--- config.mk ---
export PLATFORM = sky130hd
export DESIGN_NAME = unsigned_number_text_parser_core
export DESIGN_NICKNAME = d
export VERILOG_FILES = /design/src/untp_pkg.sv /design/src/unsigned_number_text_parser_core.sv /design/src/untp_digit_acc.sv /design/src/untp_scan.sv
export SDC_FILE = /design/constraint.sdc
export NUM_CORES = 1
export LEC_CHECK = 0
export BUFFER_PORTS_ARGS = -buffer_cell sky130_fd_sc_hd__buf_4
export CORE_MARGIN = 1.5
export CORE_UTILIZATION = 40
export DETAILED_ROUTE_END_ITERATION = 8
export GPL_TIMING_DRIVEN = 0
export PLACE_DENSITY = 0.63
export SYNTH_ARGS = -nofsm -noshare
export SYNTH_HDL_FRONTEND = slang
export SYNTH_SLANG_ARGS = --single-unit
--- constraint.sdc ---
create_clock -name clk -period 10.2 [get_ports clk]
set_input_delay 2.04 -clock clk [delete_from_list [all_inputs] [get_ports clk]]
set_output_delay 2.04 -clock clk [all_outputs]
set_load 0.03 [all_outputs]
--- src/untp_pkg.sv ---
// ----------------------------------------------------------------------------
// untp_pkg
// Shared types and constants for the unsigned number text parser: character
// codes, the scan phase, and the structs passed between the parser modules.
// ----------------------------------------------------------------------------
`default_nettype none

package untp_pkg;

	localparam int CHAR_W  = 16;
	localparam int VALUE_W = 64;
	localparam int DIGIT_W = 4;

	localparam logic [CHAR_W-1:0] CH_SPACE = 16'h0020;
	localparam logic [CHAR_W-1:0] CH_TAB   = 16'h0009;
	localparam logic [CHAR_W-1:0] CH_CR    = 16'h000D;
	localparam logic [CHAR_W-1:0] CH_LF    = 16'h000A;
	localparam logic [CHAR_W-1:0] CH_0     = 16'h0030;
	localparam logic [CHAR_W-1:0] CH_9     = 16'h0039;
	localparam logic [CHAR_W-1:0] CH_LA    = 16'h0061;
	localparam logic [CHAR_W-1:0] CH_LF_HEX = 16'h0066;
	localparam logic [CHAR_W-1:0] CH_UA    = 16'h0041;
	localparam logic [CHAR_W-1:0] CH_UF    = 16'h0046;
	localparam logic [CHAR_W-1:0] CH_LX    = 16'h0078;
	localparam logic [CHAR_W-1:0] CH_UX    = 16'h0058;

	// Letters a-f and A-F share a low nibble one above their value minus ten.
	localparam logic [DIGIT_W-1:0] HEX_LETTER_OFS = 4'd9;

	typedef enum logic [2:0] {
		PH_LEAD   = 3'd0,
		PH_ZERO   = 3'd1,
		PH_PREFIX = 3'd2,
		PH_DIGITS = 3'd3,
		PH_TRAIL  = 3'd4
	} phase_t;

	// One character leaving the input register.
	typedef struct packed {
		logic              fire;
		logic              last;
		logic [CHAR_W-1:0] code;
	} step_t;

	// Digit decode and accumulate result.
	typedef struct packed {
		logic               is_digit;
		logic               is_zero;
		logic               over;
		logic [VALUE_W-1:0] acc_next;
	} dig_t;

	// Result of a text, valid on its final character.
	typedef struct packed {
		logic               ok;
		logic [VALUE_W-1:0] value;
	} res_t;

	function automatic logic is_blank(input logic [CHAR_W-1:0] c);
		return (c == CH_SPACE) || (c == CH_TAB) || (c == CH_CR) || (c == CH_LF);
	endfunction

endpackage

`default_nettype wire

--- src/unsigned_number_text_parser_core.sv ---
// ----------------------------------------------------------------------------
// unsigned_number_text_parser_core
// Parses a decimal or 0x-prefixed hexadecimal unsigned number from a stream
// of UTF-16 code units, checking it against a configurable maximum.
//
// Usage:
// - Input channel (in_valid / in_stall) carries one code unit per word,
//   char_code, with last_char set on the final unit of a text. An empty text
//   is sent as a single space.
// - Output channel (out_valid / out_stall) gives one word per text:
//   parse_ok, and parsed_value (zero when parse_ok is low).
// - Configuration channel (cfg_valid / cfg_ready / cfg_data) writes the
//   maximum value; cfg_ready is always high. Write only while idle.
// - A word is registered in the input register at acceptance and scanned from
//   there; the result of a final unit is registered again and drives out_valid.
// - One code unit per cycle is sustained unless a final unit waits on a
//   stalled output word; the digit step (a multiply by ten or sixteen by
//   shift-add, then a 68-bit compare with the limit) is combinational.
// - If the output word is stalled, a following final unit waits in the input
//   register and in_stall rises; non-final units keep flowing meanwhile.
// - Reset clears the text in progress, drops any pending word and sets the
//   maximum to all ones.
// ----------------------------------------------------------------------------
`default_nettype none

module unsigned_number_text_parser_core (
	input  wire logic                         clk,
	input  wire logic                         arst_n,
	input  wire logic                         in_valid,
	output logic                              in_stall,
	input  wire logic [untp_pkg::CHAR_W-1:0]  char_code,
	input  wire logic                         last_char,
	output logic                              out_valid,
	input  wire logic                         out_stall,
	output logic                              parse_ok,
	output logic [untp_pkg::VALUE_W-1:0]      parsed_value,
	input  wire logic                         cfg_valid,
	output logic                              cfg_ready,
	input  wire logic [untp_pkg::VALUE_W-1:0] cfg_data
);
	import untp_pkg::*;

	logic               valid_s1;
	logic [CHAR_W-1:0]  code_s1;
	logic               last_s1;
	logic [VALUE_W-1:0] max_value_q;
	logic               out_valid_q;
	res_t               res_q;
	res_t               res;
	step_t              step;
	logic               fire;

	// A final unit may only leave the input register if the result slot frees.
	assign fire     = valid_s1 && (!last_s1 || !out_valid_q || !out_stall);
	assign in_stall = valid_s1 && !fire;
	assign cfg_ready = 1'b1;

	assign step.fire = fire;
	assign step.last = last_s1;
	assign step.code = code_s1;

	always_ff @(posedge clk or negedge arst_n) begin
		if (!arst_n) begin
			valid_s1 <= 1'b0;
		end else if (!in_stall) begin
			valid_s1 <= in_valid;
		end
	end

	always_ff @(posedge clk) begin
		if (!in_stall && in_valid) begin
			code_s1 <= char_code;
			last_s1 <= last_char;
		end
	end

	always_ff @(posedge clk or negedge arst_n) begin
		if (!arst_n) begin
			max_value_q <= '1;
		end else if (cfg_valid && cfg_ready) begin
			max_value_q <= cfg_data;
		end
	end

	untp_scan u_scan (
		.clk       (clk),
		.arst_n    (arst_n),
		.step      (step),
		.max_value (max_value_q),
		.res       (res)
	);

	always_ff @(posedge clk or negedge arst_n) begin
		if (!arst_n) begin
			out_valid_q <= 1'b0;
		end else if (fire && last_s1) begin
			out_valid_q <= 1'b1;
		end else if (!out_stall) begin
			out_valid_q <= 1'b0;
		end
	end

	always_ff @(posedge clk) begin
		if (fire && last_s1) begin
			res_q <= res;
		end
	end

	assign out_valid    = out_valid_q;
	assign parse_ok     = res_q.ok;
	assign parsed_value = res_q.value;

	a_fail_zero: assert property (@(posedge clk) disable iff (!arst_n)
		out_valid && !parse_ok |-> parsed_value == '0)
		else $error("failed parse carries a non-zero value");

	a_within_limit: assert property (@(posedge clk) disable iff (!arst_n)
		out_valid && parse_ok |-> parsed_value <= max_value_q)
		else $error("accepted value exceeds the configured maximum");

	a_result_source: assert property (@(posedge clk) disable iff (!arst_n)
		$rose(out_valid) |-> $past(fire && last_s1))
		else $error("result word appeared without a final unit");

	a_nonfinal_flows: assert property (@(posedge clk) disable iff (!arst_n)
		valid_s1 && !last_s1 |-> !in_stall)
		else $error("non-final unit held in the input register");

endmodule

`default_nettype wire

--- src/untp_digit_acc.sv ---
// ----------------------------------------------------------------------------
// untp_digit_acc
// Decodes one character as a decimal or hexadecimal digit and forms
// accum * base + digit at full width, flagging a result above the limit.
// ----------------------------------------------------------------------------
`default_nettype none

module untp_digit_acc (
	input  wire logic [untp_pkg::CHAR_W-1:0]  code,
	input  wire logic                         hex,
	input  wire logic [untp_pkg::VALUE_W-1:0] accum,
	input  wire logic [untp_pkg::VALUE_W-1:0] max_value,
	output untp_pkg::dig_t                    dig
);
	import untp_pkg::*;

	localparam int WIDE_W = VALUE_W + DIGIT_W;

	logic               valid;
	logic [DIGIT_W-1:0] dval;
	logic [WIDE_W-1:0]  acc_wide;
	logic [WIDE_W-1:0]  prod;
	logic [WIDE_W-1:0]  sum;

	always_comb begin
		valid = 1'b0;
		dval  = '0;
		case (code) inside
			[CH_0:CH_9]: begin
				valid = 1'b1;
				dval  = code[DIGIT_W-1:0];
			end
			[CH_LA:CH_LF_HEX], [CH_UA:CH_UF]: begin
				valid = hex;
				dval  = code[DIGIT_W-1:0] + HEX_LETTER_OFS;
			end
			default: begin
				valid = 1'b0;
				dval  = '0;
			end
		endcase
	end

	// The product is kept four bits wider so the limit test never wraps.
	assign acc_wide = {{DIGIT_W{1'b0}}, accum};
	assign prod = hex ? {accum, {DIGIT_W{1'b0}}} : ((acc_wide << 3) + (acc_wide << 1));
	assign sum  = prod + {{VALUE_W{1'b0}}, dval};

	assign dig.is_digit = valid;
	assign dig.is_zero  = (dval == '0);
	assign dig.over     = (sum > {{DIGIT_W{1'b0}}, max_value});
	assign dig.acc_next = sum[VALUE_W-1:0];

endmodule

`default_nettype wire

--- src/untp_scan.sv ---
// ----------------------------------------------------------------------------
// untp_scan
// Text scanner: holds the phase, base, running value and failure flag of
// the text in progress, and forms the result on its final character.
// ----------------------------------------------------------------------------
`default_nettype none

module untp_scan (
	input  wire logic                         clk,
	input  wire logic                         arst_n,
	input  wire untp_pkg::step_t              step,
	input  wire logic [untp_pkg::VALUE_W-1:0] max_value,
	output untp_pkg::res_t                    res
);
	import untp_pkg::*;

	phase_t             phase_q, phase_d;
	logic               hex_mode_q, hex_mode_d;
	logic [VALUE_W-1:0] accum_q, accum_d;
	logic               failed_q, failed_d;
	dig_t               dig;
	logic               blank;

	untp_digit_acc u_digit_acc (
		.code      (step.code),
		.hex       (hex_mode_q),
		.accum     (accum_q),
		.max_value (max_value),
		.dig       (dig)
	);

	assign blank = is_blank(step.code);

	// Next state for the current character, before the end-of-text clear.
	always_comb begin
		phase_d    = phase_q;
		hex_mode_d = hex_mode_q;
		accum_d    = accum_q;
		failed_d   = failed_q;
		if (!failed_q) begin
			case (phase_q)
				PH_LEAD: begin
					if (!blank) begin
						if (!dig.is_digit || dig.over) begin
							failed_d = 1'b1;
						end else begin
							phase_d = dig.is_zero ? PH_ZERO : PH_DIGITS;
							accum_d = dig.acc_next;
						end
					end
				end
				PH_ZERO: begin
					if (step.code == CH_LX || step.code == CH_UX) begin
						hex_mode_d = 1'b1;
						phase_d    = PH_PREFIX;
					end else if (blank) begin
						phase_d = PH_TRAIL;
					end else if (!dig.is_digit || dig.over) begin
						failed_d = 1'b1;
					end else begin
						phase_d = PH_DIGITS;
						accum_d = dig.acc_next;
					end
				end
				PH_PREFIX: begin
					if (!dig.is_digit || dig.over) begin
						failed_d = 1'b1;
					end else begin
						phase_d = PH_DIGITS;
						accum_d = dig.acc_next;
					end
				end
				PH_DIGITS: begin
					if (blank) begin
						phase_d = PH_TRAIL;
					end else if (!dig.is_digit || dig.over) begin
						failed_d = 1'b1;
					end else begin
						accum_d = dig.acc_next;
					end
				end
				PH_TRAIL: begin
					if (!blank) begin
						failed_d = 1'b1;
					end
				end
				default: begin
					failed_d = 1'b1;
				end
			endcase
		end
	end

	always_comb begin
		res.ok    = !failed_d && (phase_d == PH_ZERO || phase_d == PH_DIGITS ||
			phase_d == PH_TRAIL);
		res.value = res.ok ? accum_d : '0;
	end

	always_ff @(posedge clk or negedge arst_n) begin
		if (!arst_n) begin
			phase_q    <= PH_LEAD;
			hex_mode_q <= 1'b0;
			accum_q    <= '0;
			failed_q   <= 1'b0;
		end else if (step.fire) begin
			if (step.last) begin
				phase_q    <= PH_LEAD;
				hex_mode_q <= 1'b0;
				accum_q    <= '0;
				failed_q   <= 1'b0;
			end else begin
				phase_q    <= phase_d;
				hex_mode_q <= hex_mode_d;
				accum_q    <= accum_d;
				failed_q   <= failed_d;
			end
		end
	end

endmodule

`default_nettype wire
==> metrics.cfg, run 1 <==
[status]
status = complete, no violations

[clock_network]
cts_sinks = 217
root_buffer = clkbuf_16
insertion_delay_ns = 0.56
ctsHoldBuffers = 0
cts_tree = built
cts_buffers = 26
path_clk_slew_ns = 0.06
cts_buffer_depth = 3
htree_levels = 1

[power_and_ir_drop]
power.density_nw_per_um2 = 101.2
ir_drop_mv = 0.1319
power_leakage_nw = 9.718

[setup_path]
cpPeakStageDelay_ns = 0.59
arrival_ns = 10.12
critPathLaunchType = register
crit_type = reg -> reg
cp_slowest_cell = o41ai_4
cpMostUsedCell = a21o_1
cp-end-kind = register
required_ns = 10.52
rrSetupSlack_ns = 0.41
crit_fanout = 28

[layout]
final_cell_mix = nand2_1 (367), buf_4 (161), o21ai_0 (160)
layout.nets = 2729
design_area_um2 = 22520
drive_above_1_share_pct = 18.63
syn_to_final_growth_pct = 16.03
final_cells = 3144
final_common_cell = nand2_1

[floorplan]
start_util_pct = 40.56
core_area_um2 = 47850
die-area_um2 = 49850
ios = 154
chipHeight_um = 223.3
num_rows = 80
die_w_um = 223.3

[synthesis]
synthAdderAreaFrac_pct = 8.780
ys.flop_type = edfxtp_1
synth_mux_area_share_pct = 3.404
synthXorXnorAreaFrac_pct = 3.965
netlist_area_um2 = 19410
ys_warn_count = 0
synth-edff-count = 82
synthesis.nets = 2549
synthSimpleGateAreaFrac_pct = 23.22
synth_compound_area_share_pct = 24.69
synth_cell_type_count = 112
synthArstFlopShare_pct = 62.21
syn_area_per_cell_um2 = 8.337
synth_top_family_by_area = compound AO/OA/AOI/OAI gates
synth_cells = 2328
synth_seq_area_share_pct = 30.51
ys_seq_elements = 217

[timing]
setup_slack_ns = 0.4055
max_slew_margin_pct = 33.41
rsz0062_at_grt = false
min_period_over_period_pct = 96.02
tightest_slew_ns = 0.9989
setup_viol = 0
slew_viol_final = 0
finalCriticalPeriod_ns = 9.794
hold_viol_final = 0
max_freq_mhz = 102.1
fin_worst_skew_ns = 0.02792

[min_path]
hold_path_class = reg -> reg

[drt]
wl_um = 77460
ant_nets = 0
via_count = 19430
viasPerCell = 6.181
drt_iter0_markers = 1855
dr.pass1.iters = 6
drc = 0
avgRoutedWirePerCell_um = 24.64

[place]
place_area_um2 = 21370
portBuffers = 151
dp.cells = 3096
place_hpwl_um = 62780
globalplace.congestion = 0.9900
dpl_worst_slack_ns = -2.927

[global_routing]
grt_use_total_pct = 30.46
antenna_found_initial = 0
gr-total-overflow = 0
grt_pass1_vias = 18910
grt_pass1_wl_um = 115500
grt_max_degree = 82

[run]
maxCapViolCount = 0

[cell usage after synthesis, drive strengths merged (8+ instances only)]
| cell | n | share of area (%) |
|---|---|---|
| nand3 | 85 | 2.2 |
| ha | 133 | 8.6 |
| edfxtp | 82 | 13 |
| o2111ai | 8 | 0.43 |
| nand2 | 368 | 7.1 |
| xor2 | 40 | 1.8 |
| or2 | 11 | 0.35 |
| clkbuf | 73 | 1.4 |
| a31oi | 13 | 0.42 |
| a32oi | 11 | 0.57 |
| o21ai | 192 | 5.0 |
| mux2 | 8 | 0.46 |
| a31o | 32 | 1.5 |
| nand2b | 16 | 0.52 |
| mux2i | 57 | 2.9 |
| nor2 | 107 | 2.1 |
| dfrtp | 71 | 9.2 |
| and4 | 21 | 0.95 |
| and2 | 23 | 0.76 |
| or3 | 10 | 0.32 |
| o211ai | 31 | 1.2 |
| o221ai | 8 | 0.36 |
| inv | 95 | 1.8 |
| buf | 67 | 2.2 |
| o21a | 11 | 0.43 |
| a211oi | 19 | 0.81 |
| o31ai | 19 | 0.84 |
| a21o | 80 | 3.1 |
| nor3 | 91 | 3.4 |
| nand4 | 67 | 2.2 |
| nor2b | 20 | 0.64 |
| nor4 | 19 | 0.68 |
| o311ai | 21 | 0.95 |
| dfstp | 64 | 8.7 |
| xnor2 | 47 | 2.2 |
| a21oi | 163 | 4.3 |
| and3 | 15 | 0.48 |
[stage by stage]
step / utilization (%) / setup TNS [ns] / total power, W / hold WS, ns
final: 47.07 / 0 / 0.002279 / 0.5106
after CTS: 46.84 / 0 / 0.002289 / 0.5183
after global placement: 44.54 / -329.67 / 0.001223 / 0.5026
after global routing: 47.06 / 0 / 0.002347 / 0.5387
after detailed placement: 44.67 / -332.23 / 0.001232 / 0.5065
after floorplan: - / 0 / 0.001121 / 0.4799
[state kept, by name (all words and copies together) (netlist names)]
register           count
max_value_q           64
parsed_value          64
u_scan.accum_q        64
code_s1               16
u_scan.phase_q         3
last_s1                1
out_valid              1
parse_ok               1
u_scan.failed_q        1
u_scan.hex_mode_q      1
valid_s1               1
[what timing repair did]
action / 4_1_cts / 5_1_grt
pin swaps: 0 / 2
buffers inserted: 0 / 2
resized for setup: 16 / 15
setup endpoints to repair: 132 / 128
[power by group]
group          internal [W]  switching [W]
logic             0.0000762       0.000166
registers          0.000963      0.0000149
clock network      0.000661       0.000398
[per-layer routing]
metal  global-route usage (%)  up-vias  part of all wire, %
met3                    4.741      120                  7.7
li1                         -     8995                    -
met2                    47.42      843                   44
met4                    10.72        0                  3.3
met5                        0        -                    0
met1                    42.81     9475                   45
[worst paths after layout]
path	depth (start not counted)	endpoint	start
worst min register to register	2	max_value_q[1]	max_value_q[1]
worst max-delay path	35	parsed_value[42]	u_scan.hex_mode_q
min in group asynchronous	1	valid_s1	arst_n
worst max register to register	35	parsed_value[42]	u_scan.hex_mode_q
max in group asynchronous	2	u_scan.accum_q[60]	arst_n
worst min-delay path	2	max_value_q[1]	max_value_q[1]
[critical path: cells and delay by family, from the launching register on]
family | cells | cell delay (ns)
AOI/OAI and AO/OA | 14 | 3.05
and+or+nand+nor | 11 | 2.90
buffers and inverters | 7 | 2.21
adders and majority gates | 2 | 0.68
DFF | 1 | 0.34
xor gates and xnor gates | 1 | 0.34
[layout make-up]
| type | count | area (um2) |
|---|---|---|
| buffer | 137 | 696.9 |
| sequential | 217 | 5921 |
| inverter | 95 | 359.1 |
| multi-input combinational | 1876 | 12580 |
| fill | 4662 | 25330 |
| clock buffer | 30 | 718.2 |
| tap | 615 | 769.5 |
| timing repair buffer | 155 | 1207 |
| clock inverter | 18 | 267.8 |
| antenna | 1 | 2.502 |
[cell families (layout without fill, tap and decap cells)]
kind of cell | after synthesis | after routing
AO/OA/AOI/OAI | 703 | 703
other | 1 | 2
AND/OR/NAND/NOR | 885 | 885
buffers and inverters | 235 | 435
XOR/XNOR | 87 | 87
adder cells (fa/ha/maj) | 135 | 135
flip-flops | 217 | 217
multiplexers | 65 | 65
(Power assumes the default switching activity.)
==> run 2: changes to the inputs <==
Clock period 10.2 ns to 12.2 ns, I/O delays scaled along.
==> metrics.cfg, run 2 (synthesis gave the netlist of run 1 again) <==
[drt]
via_count = 19530
viasPerCell = 6.215
ant_nets = 0
drc = 0
dr.pass1.iters = 6
wl_um = 77500
avgRoutedWirePerCell_um = 24.67
drt_iter0_markers = 1922

[setup_path]
cpPeakStageDelay_ns = 0.62
critPathLaunchType = register
arrival_ns = 11.83
cp-end-kind = register
cp_slowest_cell = buf_2
rrSetupSlack_ns = 0.69
crit_fanout = 28
required_ns = 12.52
crit_type = reg -> reg
cpMostUsedCell = buf_2

[power_and_ir_drop]
total_power_w = 0.001904
power.density_nw_per_um2 = 85.01
ir_drop_mv = 0.1106
power_leakage_nw = 9.657

[clock_network]
cts_sinks = 217
cts_tree = built
insertion_delay_ns = 0.56
post-cts-setup-buffer-count = 0
cts_buffer_depth = 3
cts_buffers = 26
path_clk_slew_ns = 0.06
htree_levels = 1
root_buffer = clkbuf_16

[timing]
hold_slack_ns = 0.5122
max_slew_margin_pct = 32.95
hold_viol_final = 0
setup_viol = 0
min_period_over_period_pct = 94.35
tightest_slew_ns = 1.006
slew_viol_final = 0
rsz0062_at_grt = false
final.setup.tns_ns = 0
fin_worst_skew_ns = 0.02889
finalCriticalPeriod_ns = 11.51
max_freq_mhz = 86.88

[layout]
final_cell_mix = nand2_1 (367), o21ai_0 (161), buf_4 (158)
diodes = 0
layout.nets = 2728
syn_to_final_growth_pct = 15.42
final_common_cell = nand2_1
seq_area_um2 = 5921
drive_above_1_share_pct = 18.12
largestRegisters = max_value_q: 64 flops, parsed_value: 64 flops, u_scan.accum_q: 64 flops
post-route-util_pct = 46.82
final_cells = 3142
fill_cells = 4674
multi_input_area_um2 = 12480

[place]
globalplace.congestion = 0.9900
place_hpwl_um = 62780
dp.cells = 3096
portBuffers = 151

[floorplan]
ios = 154
die-area_um2 = 49850
chipHeight_um = 223.3
start_util_pct = 40.56
core_area_um2 = 47850
die_w_um = 223.3
num_rows = 80

[run]
maxCapViolCount = 0

[global_routing]
grt_max_degree = 82
grt_use_total_pct = 30.51
gr-total-overflow = 0
grt_pass1_wl_um = 115600
grt_pass1_vias = 18900
antenna_found_initial = 0

[status]
status = complete, no violations

[min_path]
hold_path_class = reg -> reg

==> run 2: changes by cell type in the layout (fill, tap and decap cells not counted), sizes merged <==
cell           previous run  this run
diode                     1         0
buf                     220       218
clkdlybuf4s15             0         1
==> run 2: path summary, 6_finish.rpt <==
path / start / cells past startpoint / end
max: u_scan.hex_mode_q / 37 / parsed_value[42]
min: max_value_q[1] / 2 / max_value_q[1]
min reg2reg: max_value_q[1] / 2 / max_value_q[1]
max reg2reg: u_scan.hex_mode_q / 37 / parsed_value[42]
max in group asynchronous: arst_n / 2 / u_scan.accum_q[47]
min in group asynchronous: arst_n / 1 / valid_s1
==> run 2: power by group <==
part	total (W)	switching, W	internal, W
registers	0.000817	0.0000123	0.000805
logic	0.000203	0.000139	0.0000637
clock network	0.000885	0.000332	0.000553
==> run 2: routing by layer <==
metal / vias up / GRT usage, % / share of wire, %
met5: - / 0 / 0
met4: 0 / 10.70 / 3.3
met3: 114 / 4.728 / 7.8
met2: 884 / 47.64 / 44
met1: 9518 / 42.80 / 45
li1: 9011 / - / -
==> run 2: through the flow <==
step                worst slack (ns)  cell area (um2)
finish                        0.6894            22400
global route                  0.3324            22400
CTS                           0.1327            22370
detailed placement           -0.9271            21370
global placement             -0.9597            21310
floorplan                      4.098            19410
==> run 2: cell type report <==
cell class / count / share of cell area (%)
plain buffers: 138 / 3.105
inverters: 95 / 1.603
repair buffers: 153 / 5.323
flip-flops and latches: 217 / 26.43
clock buffers: 30 / 3.206
clock inverters: 18 / 1.195
multi-input cells: 1876 / 55.70
well taps: 615 / 3.435
==> run 2: what timing repair did <==
action	4_1_cts	5_1_grt
hold buffers	0	0
gates resized for setup	4	6
endpoints found under the setup margin	132	123
==> run 2: worst max-delay path: cells and delay by family (launching register included) <==
kind | cells | cell delay, ns
compound gates | 8 | 1.52
xor+xnor | 1 | 0.53
fa+ha+maj | 2 | 0.51
buf+inv | 8 | 3.30
flops | 1 | 0.34
mux | 1 | 0.21
simple gates | 17 | 4.81
==> run 3: changes to the inputs <==
Settings changed: CELL_PAD_IN_SITES_DETAIL_PLACEMENT from default to 1, CELL_PAD_IN_SITES_GLOBAL_PLACEMENT from default to 2, CORE_ASPECT_RATIO from default to 1.5, PLACE_DENSITY 0.63 to 0.92.
==> metrics.cfg, run 3 (synthesis gave the netlist of run 1 again) <==
[status]
status = complete, no violations

[timing]
min_period_over_period_pct = 96.75
rsz0062_at_grt = false
max_slew_margin_pct = 26.91
fin_worst_skew_ns = 0.02930
finalCriticalPeriod_ns = 11.80
tightest_slew_ns = 1.086
slew_viol_final = 0
setup_viol = 0
max_freq_mhz = 84.72
setup_slack_ns = 0.3966
hold_viol_final = 0
final.setup.tns_ns = 0

[setup_path]
reg2reg_from = u_scan.hex_mode_q
r2r-end = parsed_value[24]
path_delay_family = simple AND/OR/NAND/NOR gates
arrival_ns = 12.05
crit_type = reg -> reg
critPathLaunchType = register
rrSetupSlack_ns = 0.40
required_ns = 12.45
cp-end-kind = register
cp_slowest_cell = nor4b_2
crit_fanout = 28
cpPeakStageDelay_ns = 0.81
r2r_cells = 35
path_depth = 35
cpMostUsedCell = buf_2
cp_num_buf_inv = 8

[power_and_ir_drop]
switching_share_pct = 27.84
power_frac_comb_pct = 11.6
p_clk_share_pct = 41.8
seqPwrFrac_pct = 46.6
p_int_w = 0.001268
ir_drop_mv = 0.09661
p_switching_w = 0.0004890
power.density_nw_per_um2 = 79.44
power_leakage_nw = 9.516

[layout]
largestRegisters = max_value_q: 64 flops, parsed_value: 64 flops, u_scan.accum_q: 64 flops
layout.nets = 2724
post-route-util_pct = 46.24
final_common_cell = nand2_1
final_cell_mix = nand2_1 (367), o21ai_0 (162), buf_4 (158)
syn_to_final_growth_pct = 13.92
drive_above_1_share_pct = 17.70
design_area_um2 = 22110

[drt]
viasPerCell = 6.407
routed-wl-met3_um = 3928
via_count = 20000
drc = 0
ant_nets = 0
dr_wl_met2_um = 40800
avgRoutedWirePerCell_um = 26.67
wirelength_met1_um = 32440
highest_layer = met4
drt_iter0_markers = 1167
dr.pass1.iters = 5
wl_um = 83240

[global_routing]
gr-total-overflow = 0
grt_pass1_vias = 20850
grt_use_total_pct = 33.00
antenna_found_initial = 0
grt_max_degree = 74
grt_pass1_wl_um = 124900

[floorplan]
chipHeight_um = 272.8
die-area_um2 = 49880
ios = 154
die_w_um = 182.9
core_area_um2 = 47820
num_rows = 98
start_util_pct = 40.59

[min_path]
hold_depth = 2
holdPathEnd = max_value_q[59]
hold_start = max_value_q[59]
hold_path_class = reg -> reg

[clock_network]
root_buffer = clkbuf_16
path_clk_slew_ns = 0.07
htree_levels = 1
insertion_delay_ns = 0.56
cts_buffers = 23
post-cts-setup-buffer-count = 0
cts_buffer_depth = 3
cts_tree = built
cts_sinks = 217

[place]
dpl_worst_slack_ns = -1.082
place_hpwl_um = 67700
place_area_um2 = 21330
globalplace.congestion = 0.9817
portBuffers = 151

[run]
maxCapViolCount = 0

-- run 3: changes by cell type in the layout (fill, tap and decap cells not counted), sizes merged --
cell      delta
clkinv       +4
diode        +1
inv          -1
buf          -1
bufinv       -4
clkinvlp     -1
clkbuf       -4
-- run 3: repair_timing --
item                                    CTS  global route
resized for setup                         4             2
hold endpoints to repair                  0             0
hold buffers                              0             0
endpoints found under the setup margin  132            67
-- run 3: how the worst max path moves through the flow --
stage | startpoint | endpoint | slack, ns
floorplan | u_scan.hex_mode_q | parsed_value[26] | 4.10
global placement | u_scan.hex_mode_q | parsed_value[42] | -1.56
detailed placement | u_scan.hex_mode_q | parsed_value[34] | -1.08
CTS | u_scan.hex_mode_q | parsed_value[24] | 0.11
global route | u_scan.hex_mode_q | parsed_value[44] | 0.15
finish | u_scan.hex_mode_q | parsed_value[24] | 0.40
-- run 3: cell type report --
class                      instances  area [um2]
antenna                            1       2.502
buffer                           138       695.7
clock buffer                      26       596.8
clock inverter                    16       157.7
fill                            5786       25710
inverter                          95       359.1
multi-input combinational       1876       12460
sequential                       217        5921
tap                              600       750.7
timing repair buffer             152        1165
-- run 3: power groups by stage --
stage               registers (W)   logic, W  clock network (W)
floorplan                0.000846  0.0000913                  0
global placement         0.000830   0.000192                  0
detailed placement       0.000831   0.000202                  0
CTS                      0.000818   0.000204           0.000738
global route             0.000821   0.000221           0.000762
finish                   0.000818   0.000204           0.000735
-- run 3: through the flow --
stage	total power [W]	hold WS, ns	cells
2_1_floorplan	0.0009374	0.4799	2328
3_3_place_gp	0.001022	0.4966	3079
3_5_place_dp	0.001033	0.5007	3080
4_1_cts	0.001760	0.5194	3121
5_1_grt	0.001804	0.5354	3120
6_report	0.001757	0.5145	3121
-- run 3: per-layer routing --
metal	vias to the layer above	global-route usage, %
met5	-	0
met3	276	3.358
met4	0	22.13
li1	8995	-
met1	9969	38.26
met2	755	57.50
-- run 3: worst min-delay path, delay by kind of cell, from the launching register on --
family	cells	cell delay (ns)
flip-flops	1	0.36
buffers and inverters	1	0.07
AO/OA/AOI/OAI	1	0.08
